## src/rtl/radix_digit_emitter_unit_defines.svh

```systemverilog
// ----------------------------------------------------------------------------
// Radix digit emitter assertion macros
// Shared concurrent assertion forms for the radix digit emitter RTL.
// ----------------------------------------------------------------------------
// In simulation the macros expand to labeled concurrent assertions that
// report through $error. In synthesis they expand to nothing.
`ifndef RADIX_DIGIT_EMITTER_UNIT_DEFINES_SVH
`define RADIX_DIGIT_EMITTER_UNIT_DEFINES_SVH

`ifndef SYNTHESIS
`define RDE_ASSERT_IMPL(lbl, clk, rst_n, ante, cons, msg) \
    lbl: assert property (@(posedge clk) disable iff (!rst_n) (ante) |-> (cons)) \
        else $error(msg);
`define RDE_ASSERT_NEXT(lbl, clk, rst_n, ante, cons, msg) \
    lbl: assert property (@(posedge clk) disable iff (!rst_n) (ante) |=> (cons)) \
        else $error(msg);
`else
`define RDE_ASSERT_IMPL(lbl, clk, rst_n, ante, cons, msg)
`define RDE_ASSERT_NEXT(lbl, clk, rst_n, ante, cons, msg)
`endif

`endif

```

## src/rtl/rde_pkg.sv

```systemverilog
// ----------------------------------------------------------------------------
// Radix digit emitter package
// Fixed widths, character codes and shared types of the radix digit emitter.
// ----------------------------------------------------------------------------
`default_nettype none

package rde_pkg;

    // Symbol table register file: eight 64-bit registers, 64 bytes in all.
    localparam int NUM_REGS   = 8;
    localparam int REG_W      = 64;
    localparam int REG_SEL_W  = 3;
    localparam int CFG_IDX_W  = 4;
    localparam int TBL_ADDR_W = 6;
    localparam int SEEN_W     = 128;

    localparam logic [7:0] CHAR_MINUS   = 8'h2D;
    localparam logic [7:0] CHAR_LOWER_A = 8'h61;
    localparam logic [7:0] CHAR_LOWER_Z = 8'h7A;
    localparam logic [7:0] CHAR_UPPER_A = 8'h41;
    localparam logic [7:0] CHAR_UPPER_Z = 8'h5A;
    localparam logic [7:0] CHAR_DIGIT_0 = 8'h30;
    localparam logic [7:0] CHAR_DIGIT_9 = 8'h39;

    typedef logic [NUM_REGS-1:0][REG_W-1:0] tbl_regs_t;

    // Status of the table checker as seen by the top level.
    typedef struct packed {
        logic busy;
        logic valid;
    } tbl_stat_t;

endpackage

`default_nettype wire

```

## src/rtl/radix_digit_emitter_unit.sv

```systemverilog
// ----------------------------------------------------------------------------
// Radix digit emitter
// Converts a signed value to text in a radix defined by a symbol table.
// ----------------------------------------------------------------------------
//
//  Channel | Signals                               | Beat
//  --------+---------------------------------------+-------------------------
//  cfg     | cfg_valid cfg_ready cfg_index cfg_data | one table register write
//  in      | in_valid in_ready number               | one value to convert
//  out     | out_valid out_ready symbol last_symbol | one output character
//
// Each digit takes one pass of the bit-serial divider, each digit character
// a stack read and then a table lookup with output load, and a minus sign
// its own output load, so the divider loop sets most of an item's time.
// After a table register write the checker scans the table one byte per cycle,
// and in_ready stays low meanwhile.
// Reset clears the table, so the block starts with an invalid table.
// A stalled output beat holds the sequencer before its next output load only.
// ----------------------------------------------------------------------------
`default_nettype none

`include "radix_digit_emitter_unit_defines.svh"

module radix_digit_emitter_unit #(
    parameter int VALUE_BITS  = 32,
    parameter int TABLE_BYTES = 64
) (
    input  wire logic                            clk,
    input  wire logic                            rst_n,
    // Configuration write channel.
    input  wire logic                            cfg_valid,
    output logic                                 cfg_ready,
    input  wire logic [rde_pkg::CFG_IDX_W-1:0]   cfg_index,
    input  wire logic [rde_pkg::REG_W-1:0]       cfg_data,
    // Input channel.
    input  wire logic                            in_valid,
    output logic                                 in_ready,
    input  wire logic signed [VALUE_BITS-1:0]    number,
    // Output channel.
    output logic                                 out_valid,
    input  wire logic                            out_ready,
    output logic      [7:0]                      symbol,
    output logic                                 last_symbol
);

    localparam int RW = $clog2(TABLE_BYTES + 1);
    localparam int DW = $clog2(TABLE_BYTES);
    localparam int AW = $clog2(VALUE_BITS);
    localparam int CW = $clog2(VALUE_BITS + 1);

    // Sequencer states.
    localparam logic [2:0] S_IDLE = 3'd0;
    localparam logic [2:0] S_DIV  = 3'd1;
    localparam logic [2:0] S_SIGN = 3'd2;
    localparam logic [2:0] S_READ = 3'd3;
    localparam logic [2:0] S_LOOK = 3'd4;

    rde_pkg::tbl_regs_t           tbl_reg;
    rde_pkg::tbl_stat_t           chk_stat;
    logic [rde_pkg::TBL_ADDR_W-1:0] chk_addr;
    logic [rde_pkg::TBL_ADDR_W-1:0] tbl_addr;
    logic [7:0]                   tbl_data;
    logic [RW-1:0]                chk_radix;
    logic                         cfg_write;

    logic [2:0]            state_reg,  state_next;
    logic [CW-1:0]         cnt_reg,    cnt_next;
    logic [RW-1:0]         rad_reg,    rad_next;
    logic                  neg_reg,    neg_next;
    logic                  ovld_reg,   ovld_next;
    logic [7:0]            osym_reg,   osym_next;
    logic                  olast_reg,  olast_next;

    logic                  in_accept;
    logic                  out_free;
    logic [CW-1:0]         cnt_dec;
    logic [VALUE_BITS-1:0] num_u;
    logic [VALUE_BITS-1:0] mag;

    logic                  div_start;
    logic [VALUE_BITS-1:0] div_dividend;
    logic [RW-1:0]         div_divisor;
    logic                  div_done;
    logic [VALUE_BITS-1:0] div_quotient;
    logic [DW-1:0]         div_remainder;
    logic                  quo_zero;

    logic                  ram_we;
    logic                  ram_re;
    logic [DW-1:0]         ram_rdata;

    function automatic logic [7:0] tbl_byte(
        input rde_pkg::tbl_regs_t           t,
        input logic [rde_pkg::TBL_ADDR_W-1:0] a
    );
        logic [rde_pkg::REG_W-1:0] r;
        r = t[a[5:3]];
        return r[{a[2:0], 3'b000} +: 8];
    endfunction

    // ------------------------------------------------------------------
    // Symbol table registers. A write to an index beyond the table is
    // accepted and dropped. Every real write restarts the table check.
    // ------------------------------------------------------------------
    assign cfg_ready = 1'b1;
    assign cfg_write = cfg_valid && cfg_ready &&
                       (cfg_index < rde_pkg::CFG_IDX_W'(rde_pkg::NUM_REGS));

    always_ff @(posedge clk or negedge rst_n)
    begin
        if (!rst_n)
        begin
            tbl_reg <= '0;
        end
        else if (cfg_write)
        begin
            tbl_reg[cfg_index[rde_pkg::REG_SEL_W-1:0]] <= cfg_data;
        end
    end

    // The checker and the digit lookup share a single byte select on the table;
    // while the checker is busy it has the select, even during a conversion.
    assign tbl_addr = chk_stat.busy ? chk_addr : rde_pkg::TBL_ADDR_W'(ram_rdata);
    assign tbl_data = tbl_byte(tbl_reg, tbl_addr);

    rde_tbl_check #(
        .TABLE_BYTES (TABLE_BYTES)
    ) u_check (
        .clk     (clk),
        .rst_n   (rst_n),
        .start   (cfg_write),
        .rd_byte (tbl_data),
        .rd_addr (chk_addr),
        .radix   (chk_radix),
        .stat    (chk_stat)
    );

    // ------------------------------------------------------------------
    // Digit generation: the divider peels off the least significant digit
    // of the magnitude each pass, and the digit goes onto the stack.
    // ------------------------------------------------------------------
    assign in_ready  = (state_reg == S_IDLE) && !chk_stat.busy;
    assign in_accept = in_valid && in_ready;

    // The most negative value negates to itself, which read unsigned is
    // exactly its magnitude.
    assign num_u = number;
    assign mag   = number[VALUE_BITS-1] ? (~num_u + VALUE_BITS'(1)) : num_u;

    assign quo_zero     = (div_quotient == '0);
    assign div_start    = (in_accept && chk_stat.valid) ||
                          (state_reg == S_DIV && div_done && !quo_zero);
    assign div_dividend = (state_reg == S_IDLE) ? mag : div_quotient;
    assign div_divisor  = (state_reg == S_IDLE) ? chk_radix : rad_reg;

    rde_divider #(
        .VALUE_BITS  (VALUE_BITS),
        .TABLE_BYTES (TABLE_BYTES)
    ) u_divider (
        .clk       (clk),
        .rst_n     (rst_n),
        .start     (div_start),
        .dividend  (div_dividend),
        .divisor   (div_divisor),
        .done      (div_done),
        .quotient  (div_quotient),
        .remainder (div_remainder)
    );

    // The stack is written at the digit count and read back from the top.
    assign ram_we  = (state_reg == S_DIV) && div_done;
    assign ram_re  = (state_reg == S_READ);
    assign cnt_dec = cnt_reg - CW'(1);

    rde_ram #(
        .WIDTH (DW),
        .DEPTH (VALUE_BITS)
    ) u_stack (
        .clk   (clk),
        .we    (ram_we),
        .waddr (cnt_reg[AW-1:0]),
        .wdata (div_remainder),
        .re    (ram_re),
        .raddr (cnt_dec[AW-1:0]),
        .rdata (ram_rdata)
    );

    // ------------------------------------------------------------------
    // Sequencer and output register. The output register is loaded
    // only when it is empty or its beat is taken in the same cycle.
    // ------------------------------------------------------------------
    assign out_free = !ovld_reg || out_ready;

    always_comb
    begin
        state_next = state_reg;
        cnt_next   = cnt_reg;
        rad_next   = rad_reg;
        neg_next   = neg_reg;
        ovld_next  = ovld_reg && !out_ready;
        osym_next  = osym_reg;
        olast_next = olast_reg;
        case (state_reg)
            S_IDLE:
            begin
                // With an invalid table the value is taken and yields nothing.
                if (in_accept && chk_stat.valid)
                begin
                    neg_next   = number[VALUE_BITS-1];
                    rad_next   = chk_radix;
                    cnt_next   = '0;
                    state_next = S_DIV;
                end
            end
            S_DIV:
            begin
                if (div_done)
                begin
                    cnt_next = cnt_reg + CW'(1);
                    if (quo_zero)
                    begin
                        state_next = neg_reg ? S_SIGN : S_READ;
                    end
                end
            end
            S_SIGN:
            begin
                if (out_free)
                begin
                    ovld_next  = 1'b1;
                    osym_next  = rde_pkg::CHAR_MINUS;
                    olast_next = 1'b0;
                    state_next = S_READ;
                end
            end
            S_READ:
            begin
                cnt_next   = cnt_dec;
                state_next = S_LOOK;
            end
            S_LOOK:
            begin
                if (out_free)
                begin
                    ovld_next  = 1'b1;
                    osym_next  = tbl_data;
                    olast_next = (cnt_reg == CW'(0));
                    state_next = (cnt_reg == CW'(0)) ? S_IDLE : S_READ;
                end
            end
            default:
            begin
                state_next = S_IDLE;
            end
        endcase
    end

    always_ff @(posedge clk or negedge rst_n)
    begin
        if (!rst_n)
        begin
            state_reg <= S_IDLE;
            cnt_reg   <= '0;
            rad_reg   <= '0;
            neg_reg   <= 1'b0;
            ovld_reg  <= 1'b0;
        end
        else
        begin
            state_reg <= state_next;
            cnt_reg   <= cnt_next;
            rad_reg   <= rad_next;
            neg_reg   <= neg_next;
            ovld_reg  <= ovld_next;
        end
    end

    always_ff @(posedge clk)
    begin
        osym_reg  <= osym_next;
        olast_reg <= olast_next;
    end

    assign out_valid   = ovld_reg;
    assign symbol      = osym_reg;
    assign last_symbol = olast_reg;

    // The stack never takes more digits than the value has bits.
    `RDE_ASSERT_IMPL(a_stack_bound, clk, rst_n, (state_reg == S_DIV) && div_done, cnt_reg < CW'(VALUE_BITS), "digit stack overflow")
    // A value taken with a valid table always starts a division.
    `RDE_ASSERT_NEXT(a_start_div, clk, rst_n, in_accept && chk_stat.valid, (state_reg == S_DIV) && !in_ready, "division did not start")
    // Loading the bottom digit ends the run with the last mark set.
    `RDE_ASSERT_NEXT(a_last_ends_run, clk, rst_n, (state_reg == S_LOOK) && out_free && (cnt_reg == CW'(0)), (state_reg == S_IDLE) && ovld_reg && olast_reg, "run did not end on last symbol")

endmodule

`default_nettype wire

```

## src/rtl/rde_ram.sv

```systemverilog
// ----------------------------------------------------------------------------
// Generic single-port-write RAM
// One write port and one read port with a registered read.
// ----------------------------------------------------------------------------
`default_nettype none

module rde_ram #(
    parameter int WIDTH = 6,
    parameter int DEPTH = 32
) (
    input  wire logic                     clk,
    input  wire logic                     we,
    input  wire logic [$clog2(DEPTH)-1:0] waddr,
    input  wire logic [WIDTH-1:0]         wdata,
    input  wire logic                     re,
    input  wire logic [$clog2(DEPTH)-1:0] raddr,
    output logic      [WIDTH-1:0]         rdata
);

    logic [WIDTH-1:0] mem_reg [DEPTH];

    always_ff @(posedge clk)
    begin
        if (we)
        begin
            mem_reg[waddr] <= wdata;
        end
        if (re)
        begin
            rdata <= mem_reg[raddr];
        end
    end

endmodule

`default_nettype wire

```

## src/rtl/rde_tbl_check.sv

```systemverilog
// ----------------------------------------------------------------------------
// Symbol table checker
// Scans the symbol table one byte per cycle to find the radix and validity.
// ----------------------------------------------------------------------------
`default_nettype none

module rde_tbl_check #(
    parameter int TABLE_BYTES = 64
) (
    input  wire logic                                 clk,
    input  wire logic                                 rst_n,
    input  wire logic                                 start,
    input  wire logic [7:0]                           rd_byte,
    output logic      [rde_pkg::TBL_ADDR_W-1:0]       rd_addr,
    output logic      [$clog2(TABLE_BYTES+1)-1:0]     radix,
    output rde_pkg::tbl_stat_t                        stat
);

    localparam int RW = $clog2(TABLE_BYTES + 1);

    logic [RW-1:0]              idx_reg,   idx_next;
    logic [RW-1:0]              radix_reg, radix_next;
    logic [rde_pkg::SEEN_W-1:0] seen_reg,  seen_next;
    logic                       ok_reg,    ok_next;
    logic                       busy_reg,  busy_next;
    logic                       valid_reg, valid_next;
    logic                       alnum;

    function automatic logic is_alnum(input logic [7:0] c);
        return (c >= rde_pkg::CHAR_LOWER_A && c <= rde_pkg::CHAR_LOWER_Z) ||
               (c >= rde_pkg::CHAR_UPPER_A && c <= rde_pkg::CHAR_UPPER_Z) ||
               (c >= rde_pkg::CHAR_DIGIT_0 && c <= rde_pkg::CHAR_DIGIT_9);
    endfunction

    assign alnum   = is_alnum(rd_byte);
    assign rd_addr = rde_pkg::TBL_ADDR_W'(idx_reg);

    always_comb
    begin
        idx_next   = idx_reg;
        radix_next = radix_reg;
        seen_next  = seen_reg;
        ok_next    = ok_reg;
        busy_next  = busy_reg;
        valid_next = valid_reg;
        if (start)
        begin
            idx_next  = '0;
            seen_next = '0;
            ok_next   = 1'b1;
            busy_next = 1'b1;
        end
        else if (busy_reg)
        begin
            if (idx_reg == RW'(TABLE_BYTES) || rd_byte == 8'h00)
            begin
                // End of the table: its length is the radix.
                busy_next  = 1'b0;
                radix_next = idx_reg;
                valid_next = ok_reg && (idx_reg >= RW'(2));
            end
            else
            begin
                if (!alnum || seen_reg[rd_byte[6:0]])
                begin
                    ok_next = 1'b0;
                end
                if (alnum)
                begin
                    seen_next[rd_byte[6:0]] = 1'b1;
                end
                idx_next = idx_reg + RW'(1);
            end
        end
    end

    always_ff @(posedge clk or negedge rst_n)
    begin
        if (!rst_n)
        begin
            idx_reg   <= '0;
            radix_reg <= '0;
            seen_reg  <= '0;
            ok_reg    <= 1'b0;
            busy_reg  <= 1'b0;
            valid_reg <= 1'b0;
        end
        else
        begin
            idx_reg   <= idx_next;
            radix_reg <= radix_next;
            seen_reg  <= seen_next;
            ok_reg    <= ok_next;
            busy_reg  <= busy_next;
            valid_reg <= valid_next;
        end
    end

    assign radix      = radix_reg;
    assign stat.busy  = busy_reg;
    assign stat.valid = valid_reg;

endmodule

`default_nettype wire

```

## src/rtl/rde_divider.sv

```systemverilog
// ----------------------------------------------------------------------------
// Bit-serial radix divider
// Restoring division by the radix, one quotient bit per cycle.
// ----------------------------------------------------------------------------
`default_nettype none

`include "radix_digit_emitter_unit_defines.svh"

module rde_divider #(
    parameter int VALUE_BITS  = 32,
    parameter int TABLE_BYTES = 64
) (
    input  wire logic                             clk,
    input  wire logic                             rst_n,
    input  wire logic                             start,
    input  wire logic [VALUE_BITS-1:0]            dividend,
    input  wire logic [$clog2(TABLE_BYTES+1)-1:0] divisor,
    output logic                                  done,
    output logic      [VALUE_BITS-1:0]            quotient,
    output logic      [$clog2(TABLE_BYTES)-1:0]   remainder
);

    localparam int RW   = $clog2(TABLE_BYTES + 1);
    localparam int DW   = $clog2(TABLE_BYTES);
    localparam int CNTW = $clog2(VALUE_BITS);

    logic [VALUE_BITS-1:0] quo_reg,  quo_next;
    logic [DW-1:0]         rem_reg,  rem_next;
    logic [RW-1:0]         div_reg,  div_next;
    logic [CNTW-1:0]       cnt_reg,  cnt_next;
    logic                  busy_reg, busy_next;
    logic                  done_reg, done_next;
    logic [DW:0]           trial;
    logic [DW:0]           div_ext;
    logic [DW:0]           diff;
    logic                  ge;

    assign trial   = {rem_reg, quo_reg[VALUE_BITS-1]};
    assign div_ext = (DW + 1)'(div_reg);
    assign ge      = trial >= div_ext;
    assign diff    = trial - div_ext;

    always_comb
    begin
        quo_next  = quo_reg;
        rem_next  = rem_reg;
        div_next  = div_reg;
        cnt_next  = cnt_reg;
        busy_next = busy_reg;
        done_next = 1'b0;
        if (start)
        begin
            quo_next  = dividend;
            rem_next  = '0;
            div_next  = divisor;
            cnt_next  = '0;
            busy_next = 1'b1;
        end
        else if (busy_reg)
        begin
            // A trial below the divisor is below the table size, so it fits.
            rem_next = ge ? DW'(diff) : DW'(trial);
            quo_next = {quo_reg[VALUE_BITS-2:0], ge};
            cnt_next = cnt_reg + CNTW'(1);
            if (cnt_reg == CNTW'(VALUE_BITS - 1))
            begin
                busy_next = 1'b0;
                done_next = 1'b1;
            end
        end
    end

    always_ff @(posedge clk or negedge rst_n)
    begin
        if (!rst_n)
        begin
            cnt_reg  <= '0;
            busy_reg <= 1'b0;
            done_reg <= 1'b0;
        end
        else
        begin
            cnt_reg  <= cnt_next;
            busy_reg <= busy_next;
            done_reg <= done_next;
        end
    end

    always_ff @(posedge clk)
    begin
        quo_reg <= quo_next;
        rem_reg <= rem_next;
        div_reg <= div_next;
    end

    assign done      = done_reg;
    assign quotient  = quo_reg;
    assign remainder = rem_reg;

    `RDE_ASSERT_IMPL(a_rem_below_divisor, clk, rst_n, done_reg, (RW)'(rem_reg) < div_reg, "remainder not below divisor")

endmodule

`default_nettype wire

```

## config.mk

```make
export PLATFORM = sky130hd
export DESIGN_NAME = radix_digit_emitter_unit
export DESIGN_NICKNAME = d
export VERILOG_FILES = /design/src/rtl/rde_pkg.sv /design/src/rtl/radix_digit_emitter_unit.sv /design/src/rtl/rde_ram.sv /design/src/rtl/rde_tbl_check.sv /design/src/rtl/rde_divider.sv
export VERILOG_INCLUDE_DIRS = /design/src /design/src/rtl
export SDC_FILE = /design/constraint.sdc
export NUM_CORES = 2
export LEC_CHECK = 0
export ABC_CLOCK_PERIOD_IN_PS = 4900
export BUFFER_PORTS_ARGS = -buffer_cell sky130_fd_sc_hd__buf_2
export CAP_MARGIN = 20
export CORE_MARGIN = 2
export CORE_UTILIZATION = 50
export DETAILED_ROUTE_END_ITERATION = 8
export GPL_ROUTABILITY_DRIVEN = 0
export PLACE_DENSITY = 0.77
export SYNTH_ARGS = -nofsm -noshare
export SYNTH_HDL_FRONTEND = slang
export SYNTH_SLANG_ARGS = --single-unit
```

## constraint.sdc

```tcl
create_clock -name clk -period 4.9 [get_ports clk]
set_input_delay 0 -clock clk [delete_from_list [all_inputs] [get_ports clk]]
set_output_delay 0 -clock clk [all_outputs]
set_load 0.02 [all_outputs]
```

After elaboration in Yosys (flattened, before gate mapping)
Memories as Yosys holds them, arrays and structs flattened. A register that Yosys moved wholly into a read port is not among the register bits.
Cells that the tools add are included.
{"block": "totals", "output_inout_bits": 12, "mem_count": 1, "latch_bits": 0, "regBits": 736, "mem_bits_rw": 192, "elab_cells": 168, "inputBits": 105, "romBits": 0}
{"block": "classes", "order_cmp": 14, "n_div": 0, "n_reduce_logical": 44, "mul": 0, "n_eq_ne": 13, "n_mux": 59, "n_addsub": 6, "n_shift": 1, "n_bitwise": 3}
{"name": "u_stack.mem_reg", "words": 32, "word_bits": 6, "rd": 1, "rd_clocked_by_memory_dff": 1, "wr": 1, "line": "rde_ram.sv:20", "source": "logic [WIDTH-1:0] mem_reg [DEPTH];"}
{"cell": "512-bit bitwise mux", "count": 1}
{"cell": "128-bit two-way mux", "count": 4}
{"cell": "64-bit binary-select mux with 3-bit select", "count": 1}
{"cell": "64-bit demux with 3-bit select", "count": 1}
{"cell": "32-bit two-way mux", "count": 4}
{"cell": "64-bit two-way mux", "count": 2}
{"cell": "128-bit OR", "count": 1}
{"cell": "64-bit by 7-bit variable part select with 8-bit output", "count": 1}
{"cell": "32-bit by 1-bit adder with 32-bit output, second input constant", "count": 1}
{"cell": "32-bit logical NOT", "count": 1}
{"cell": "32-bit inverter", "count": 1}
{"cell": "7-bit two-way mux", "count": 4}
{"cell": "6-bit two-way mux", "count": 4}
{"cell": "1-bit two-way mux", "count": 22}
{"cell": "6-bit one-hot mux with 3 select lines", "count": 1}
{"cell": "8-bit by 7-bit greater-or-equal comparator with 1-bit output, second input constant", "count": 2}
{"cell": "8-bit by 7-bit less-or-equal comparator with 1-bit output, second input constant", "count": 2}
{"cell": "8-bit two-way mux", "count": 2}
{"cell": "8-bit one-hot mux with 2 select lines", "count": 1}
{"cell": "3-bit two-way mux", "count": 5}
{"cell": "3-bit one-hot mux with 5 select lines", "count": 1}
{"cell": "3-bit AND reduction", "count": 5}
{"cell": "1-bit logical AND", "count": 13}
{"cell": "5-bit two-way mux", "count": 2}
{"cell": "other kinds (36)", "count": 58}

Depth between registers and ports, before layout
{"block": "depth", "word_depth": 14, "ltp_mapped": 18, "ltp_nobuf": 14}

By module
A second synthesis with hierarchy kept.
{"block": "hier_totals", "cells_unflattened": 3731, "area_unflattened_um2": 44885.5}
{"module": "radix_digit_emitter_unit", "instances": 1, "area_each_um2": 28200.8, "seq_area_each_um2": 13533.0, "cells_each": 2634}
{"module": "rde_ram", "instances": 1, "area_each_um2": 7649.8, "seq_area_each_um2": 5945.7, "cells_each": 323}
{"module": "rde_tbl_check", "instances": 1, "area_each_um2": 6556.3, "seq_area_each_um2": 3628.5, "cells_each": 593}
{"module": "rde_divider", "instances": 1, "area_each_um2": 2478.6, "seq_area_each_um2": 1466.4, "cells_each": 181}

Worst setup path after synthesis
Ideal clock, no wire load.
{"block": "synth_path", "kind": "flip-flop to flip-flop", "start": "register u_check.busy_reg", "end": "register u_check.seen_reg[115] in the netlist's numbering", "setup_ns": 0.122, "required_ns": 4.778, "synth_period_minus_slack_ns": 3.913, "slack_ns": 0.987, "path_stages_with_launch": 16, "arrival_ns": 3.792, "cell_sequence": "dfrtp_1 -> buf_2 -> mux2_2 -> buf_2 -> buf_2 -> a41oi_1 -> nor4b_1 -> nor4_1 -> o311ai_1 -> a211oi_1 -> nand4_1 -> o211ai_1 -> a211oi_2 -> and3_1 -> clkbuf_1 -> a32o_1"}
{"block": "synth_between", "elab_chain_len": 13}
{"element": "start: declaration", "line": "rde_tbl_check.sv:25", "source": "logic busy_reg, busy_next;"}
{"element": "start signal: assignment", "line": "rde_tbl_check.sv:94", "source": "busy_reg <= busy_next;"}
{"element": "6-bit two-way mux", "line": "radix_digit_emitter_unit.sv:123", "source": "assign tbl_addr = chk_stat.busy ? chk_addr : rde_pkg::TBL_ADDR_W'(ram_rdata);"}
{"element": "64-bit binary-select mux with 3-bit select", "line": "radix_digit_emitter_unit.sv:97", "source": "r = t[a[5:3]];"}
{"element": "64-bit two-way mux (not written as such)", "line": "radix_digit_emitter_unit.sv:97"}
{"element": "64-bit by 7-bit variable part select with 8-bit output", "line": "radix_digit_emitter_unit.sv:98", "source": "return r[{a[2:0], 3'b000} +: 8];"}
{"element": "7-bit by 8-bit less-than comparator with 1-bit output (not written as such) or 7-bit by 1-bit greater-or-equal comparator with 1-bit output (tied branches)", "line": "rde_tbl_check.sv:70", "source": "seen_next[rd_byte[6:0]] = 1'b1;"}
{"element": "1-bit logical AND (not written as such)", "line": "rde_tbl_check.sv:70"}
{"element": "1-bit two-way mux (not written as such)", "line": "rde_tbl_check.sv:70"}
{"element": "1-bit demux with 7-bit select"}
{"element": "128-bit OR (no source line)"}
{"element": "128-bit two-way mux", "line": "rde_tbl_check.sv:68", "source": "if (alnum)"}
{"element": "128-bit two-way mux", "line": "rde_tbl_check.sv:55", "source": "if (idx_reg == RW'(TABLE_BYTES) || rd_byte == 8'h00)"}
{"element": "128-bit two-way mux", "line": "rde_tbl_check.sv:53", "source": "else if (busy_reg)"}
{"element": "128-bit two-way mux", "line": "rde_tbl_check.sv:46", "source": "if (start)"}
{"element": "end signal: assignment", "line": "rde_tbl_check.sv:92", "source": "seen_reg <= seen_next;"}
{"element": "end: declaration", "line": "rde_tbl_check.sv:23", "source": "logic [rde_pkg::SEEN_W-1:0] seen_reg, seen_next;"}
Several ways; a longest one is shown, not always the timed one. The select of a mux whose other input is x is not followed.
A chain may end at the register's enable or synchronous reset.

Worst setup path after layout
{"block": "layout_path", "start": "register u_check.busy_reg", "end": "register u_check.seen_reg[105] in the netlist's numbering"}
Same word-level chain as after synthesis.

==> flow_summary.yaml <==
status:
  outcome: "complete, no violations"
clock_tree:
  clk_pin_slew_ns: 0.06
  clockBufferDepth: 3
  htreeDepth: 3
  clock_sinks: 894
  cts_tree: "done"
  cts-root-buf: "clkbuf_16"
  insertion_delay_ns: 0.67
  cts_buffers: 95
sta:
  setup_viol: 0
  hold_violations: 0
  drv_slew: 0
  fmax_mhz: 209
  grt_setup_unrepaired: "true"
  worst_slew_pin_slew_ns: 1.05
  relSlewSlack_pct: 30.2
  tns_ns: 0
  fin_crit_sh_pct: 97.8
  period_minus_slack_ns: 4.79
  setup_slack_ns: 0.108
  skew_ns: 0.0372
logic_synthesis:
  syn_area_um2: 43900
  ys_types: 93
  avgSynthCellArea_um2: 11.7
  synth_edf_count: 246
  yosysWarnings: 0
  async_reset_ff_share_pct: 71.8
  synth_ff_type: "dfrtp_1"
  synth_cells: 3743
  synth_nets: 3867
  ys_ff_latch: 894
  synth_seq_area_share_pct: 53.7
power_and_ir_drop:
  total_power_mw: 31.1
  p_int_mw: 19.1
  p_leak_nw: 20.7
  pwr-share-seq_pct: 33.8
  ir_drop_mv: 0.530
  p_comb_share_pct: 42.8
  clkPwrFrac_pct: 23.4
  switching_power_mw: 12.0
  power_density_nw_per_um2: 610
  netSwitchingFraction_pct: 38.6
global_routing:
  antenna_found_initial: 11
  grt_use_total_pct: 27.5
  grt_max_degree: 126
  grt_pass1_wl_mm: 194
  overflow: 0
  first_global_vias: 33300
floorplan:
  initial_core_util_pct: 50.5
  core_um2: 86900
  ioPinCount: 117
  dieArea_um2: 90200
  rows: 108
  die_w_um: 300
  die_h_um: 300
drt:
  viasPerCell: 6.39
  drt_iter0_drc: 3694
  totalWireLength_mm: 124
  dr_total_vias: 33400
  wl_per_cell_um: 23.8
  firstDrtPassIters: 6
  final_antenna_net_count: 0
  drc_errors: 0
setup_path:
  startpoint_type: "flip-flop"
  worstPathRequired_ns: 5.46
  arrival_ns: 5.35
  worstSetupPathType: "reg2reg"
  end_kind: "flip-flop"
  crit_fanout: 20
final_layout:
  drive_above_1_share_pct: 26.7
  finalNonFillerCells: 5220
  final_cell_mix: "dfrtp_1 (638), mux2_2 (523), nor2_1 (265)"
  final_util_pct: 58.7
  syn_to_final_growth_pct: 16.1
  final_common_cell: "dfrtp_1"
  num-nets-final: 4107
  largest_reg_flops: 512
min_path:
  min_path_type: "in2reg"
place:
  io_buffers: 115
  dpl_worst_slack_ns: 0.0840
  place_inst: 4919
  dp_hpwl_mm: 76.8
job:
  maxCapViolCount: 0
logic make-up after synthesis:
logic type / after synthesis / share of synthesized area (%)
flip-flops: 894 / 53.7
other: 1 / 0.00854
adder cells (fa/ha/maj): 19 / 0.559
AO/OA/AOI/OAI: 937 / 14.3
multiplexers: 616 / 17.3
buffers and inverters: 313 / 2.92
AND/OR/NAND/NOR: 917 / 10.3
XOR/XNOR: 46 / 0.918
per-stage QoR:
stage                     hold WS, ns  cell area [um^2]
after floorplan                -0.296             43900
after global placement         0.0873             46500
after detailed placement       0.0859             46500
after CTS                      0.0257             50800
after global routing           0.0570             51000
final                          0.0322             51000
power by group through the flow:
stage | clock, mW | combinational (mW) | sequential (mW)
global route | 7.69 | 14.2 | 10.7
finish | 7.29 | 13.3 | 10.5
detailed placement | 0 | 12.7 | 10.7
CTS | 7.37 | 12.9 | 10.5
global placement | 0 | 12.4 | 10.6
floorplan | 0 | 8.30 | 10.2
final timing paths:
path / startpoint / to / slack [ns] / depth (start not counted)
worst max register to register: u_check.busy_reg$_DFF_PN0_ / u_check.seen_reg[105]$_DFFE_PN0P_ / 0.11 / 17
worst min register to register: u_check.seen_reg[102]$_DFFE_PN0P_ / u_check.seen_reg[102]$_DFFE_PN0P_ / 0.48 / 2
max in group asynchronous: rst_n / u_check.seen_reg[41]$_DFFE_PN0P_ / 3.05 / 4
worst min-delay path: cfg_index[1] / tbl_reg[366]$_DFFE_PN0P_ / 0.03 / 4
worst max-delay path: u_check.busy_reg$_DFF_PN0_ / u_check.seen_reg[105]$_DFFE_PN0P_ / 0.11 / 17
min in group asynchronous: rst_n / tbl_reg[469]$_DFFE_PN0P_ / 0.50 / 3
worst max-delay path: stages, from the launching register on:
cell and delay, ns:
dfrtp_4 0.60, mux2_2 0.59, nand2_1 0.43, buf_4 0.31, buf_4 0.17, nor3_1 0.34
nor4_1 0.11, nor2_1 0.13, buf_4 0.22, nand2_1 0.31, a21oi_1 0.25, nor3_1 0.08
buf_4 0.14, a211oi_2 0.31, buf_4 0.19, nand4_1 0.14, buf_4 0.18, o21ai_0 0.17
Yosys cell counts (all sizes together), types with 17 or more instances:
master,instances,area [um^2]
ha,18,225
o22ai,95,594
dfrtp,642,16100
clkbuf,168,632
a21oi,215,1080
buf,97,468
nand3,41,205
and2,36,225
a41oi,21,184
mux2,528,5950
nor3,47,245
xor2,36,315
o21ai,163,816
o41ai,18,158
nor4,32,206
a211o,66,578
edfxtp,246,7390
a211oi,49,373
nand2,210,788
and3,17,106
a221oi,20,175
nor2,267,1000
a22oi,99,743
inv,47,176
nand2b,177,1110
mux2i,28,284
mux4,60,1350
o211ai,17,128
o31ai,38,285
final cells by class:
cell class | count | area, um^2
timing repair buffer | 408 | 3410
clock inverter | 53 | 546
sequential | 894 | 23600
inverter | 48 | 183
tap | 1155 | 1450
clock buffer | 122 | 2600
fill | 6770 | 35900
antenna | 4 | 10.0
multi-input combinational | 2536 | 19200
metal layers:
metal | global-route usage [%] | up-vias | routed length [um]
met4 | 12.0 | 14 | 5420
met5 | 0 | - | 94
li1 | - | 14500 | -
met3 | 5.38 | 356 | 11000
met1 | 37.5 | 16700 | 50300
met2 | 42.9 | 1764 | 57300
repair_timing:
item                                   4_1_cts  5_1_grt
setup endpoints to repair                    0       74
gates resized for setup                      0        8
hold buffers                               118        0
endpoints found under the hold margin      670        0
buffers inserted                             0        2
Power figures use the tool's default switching activity.
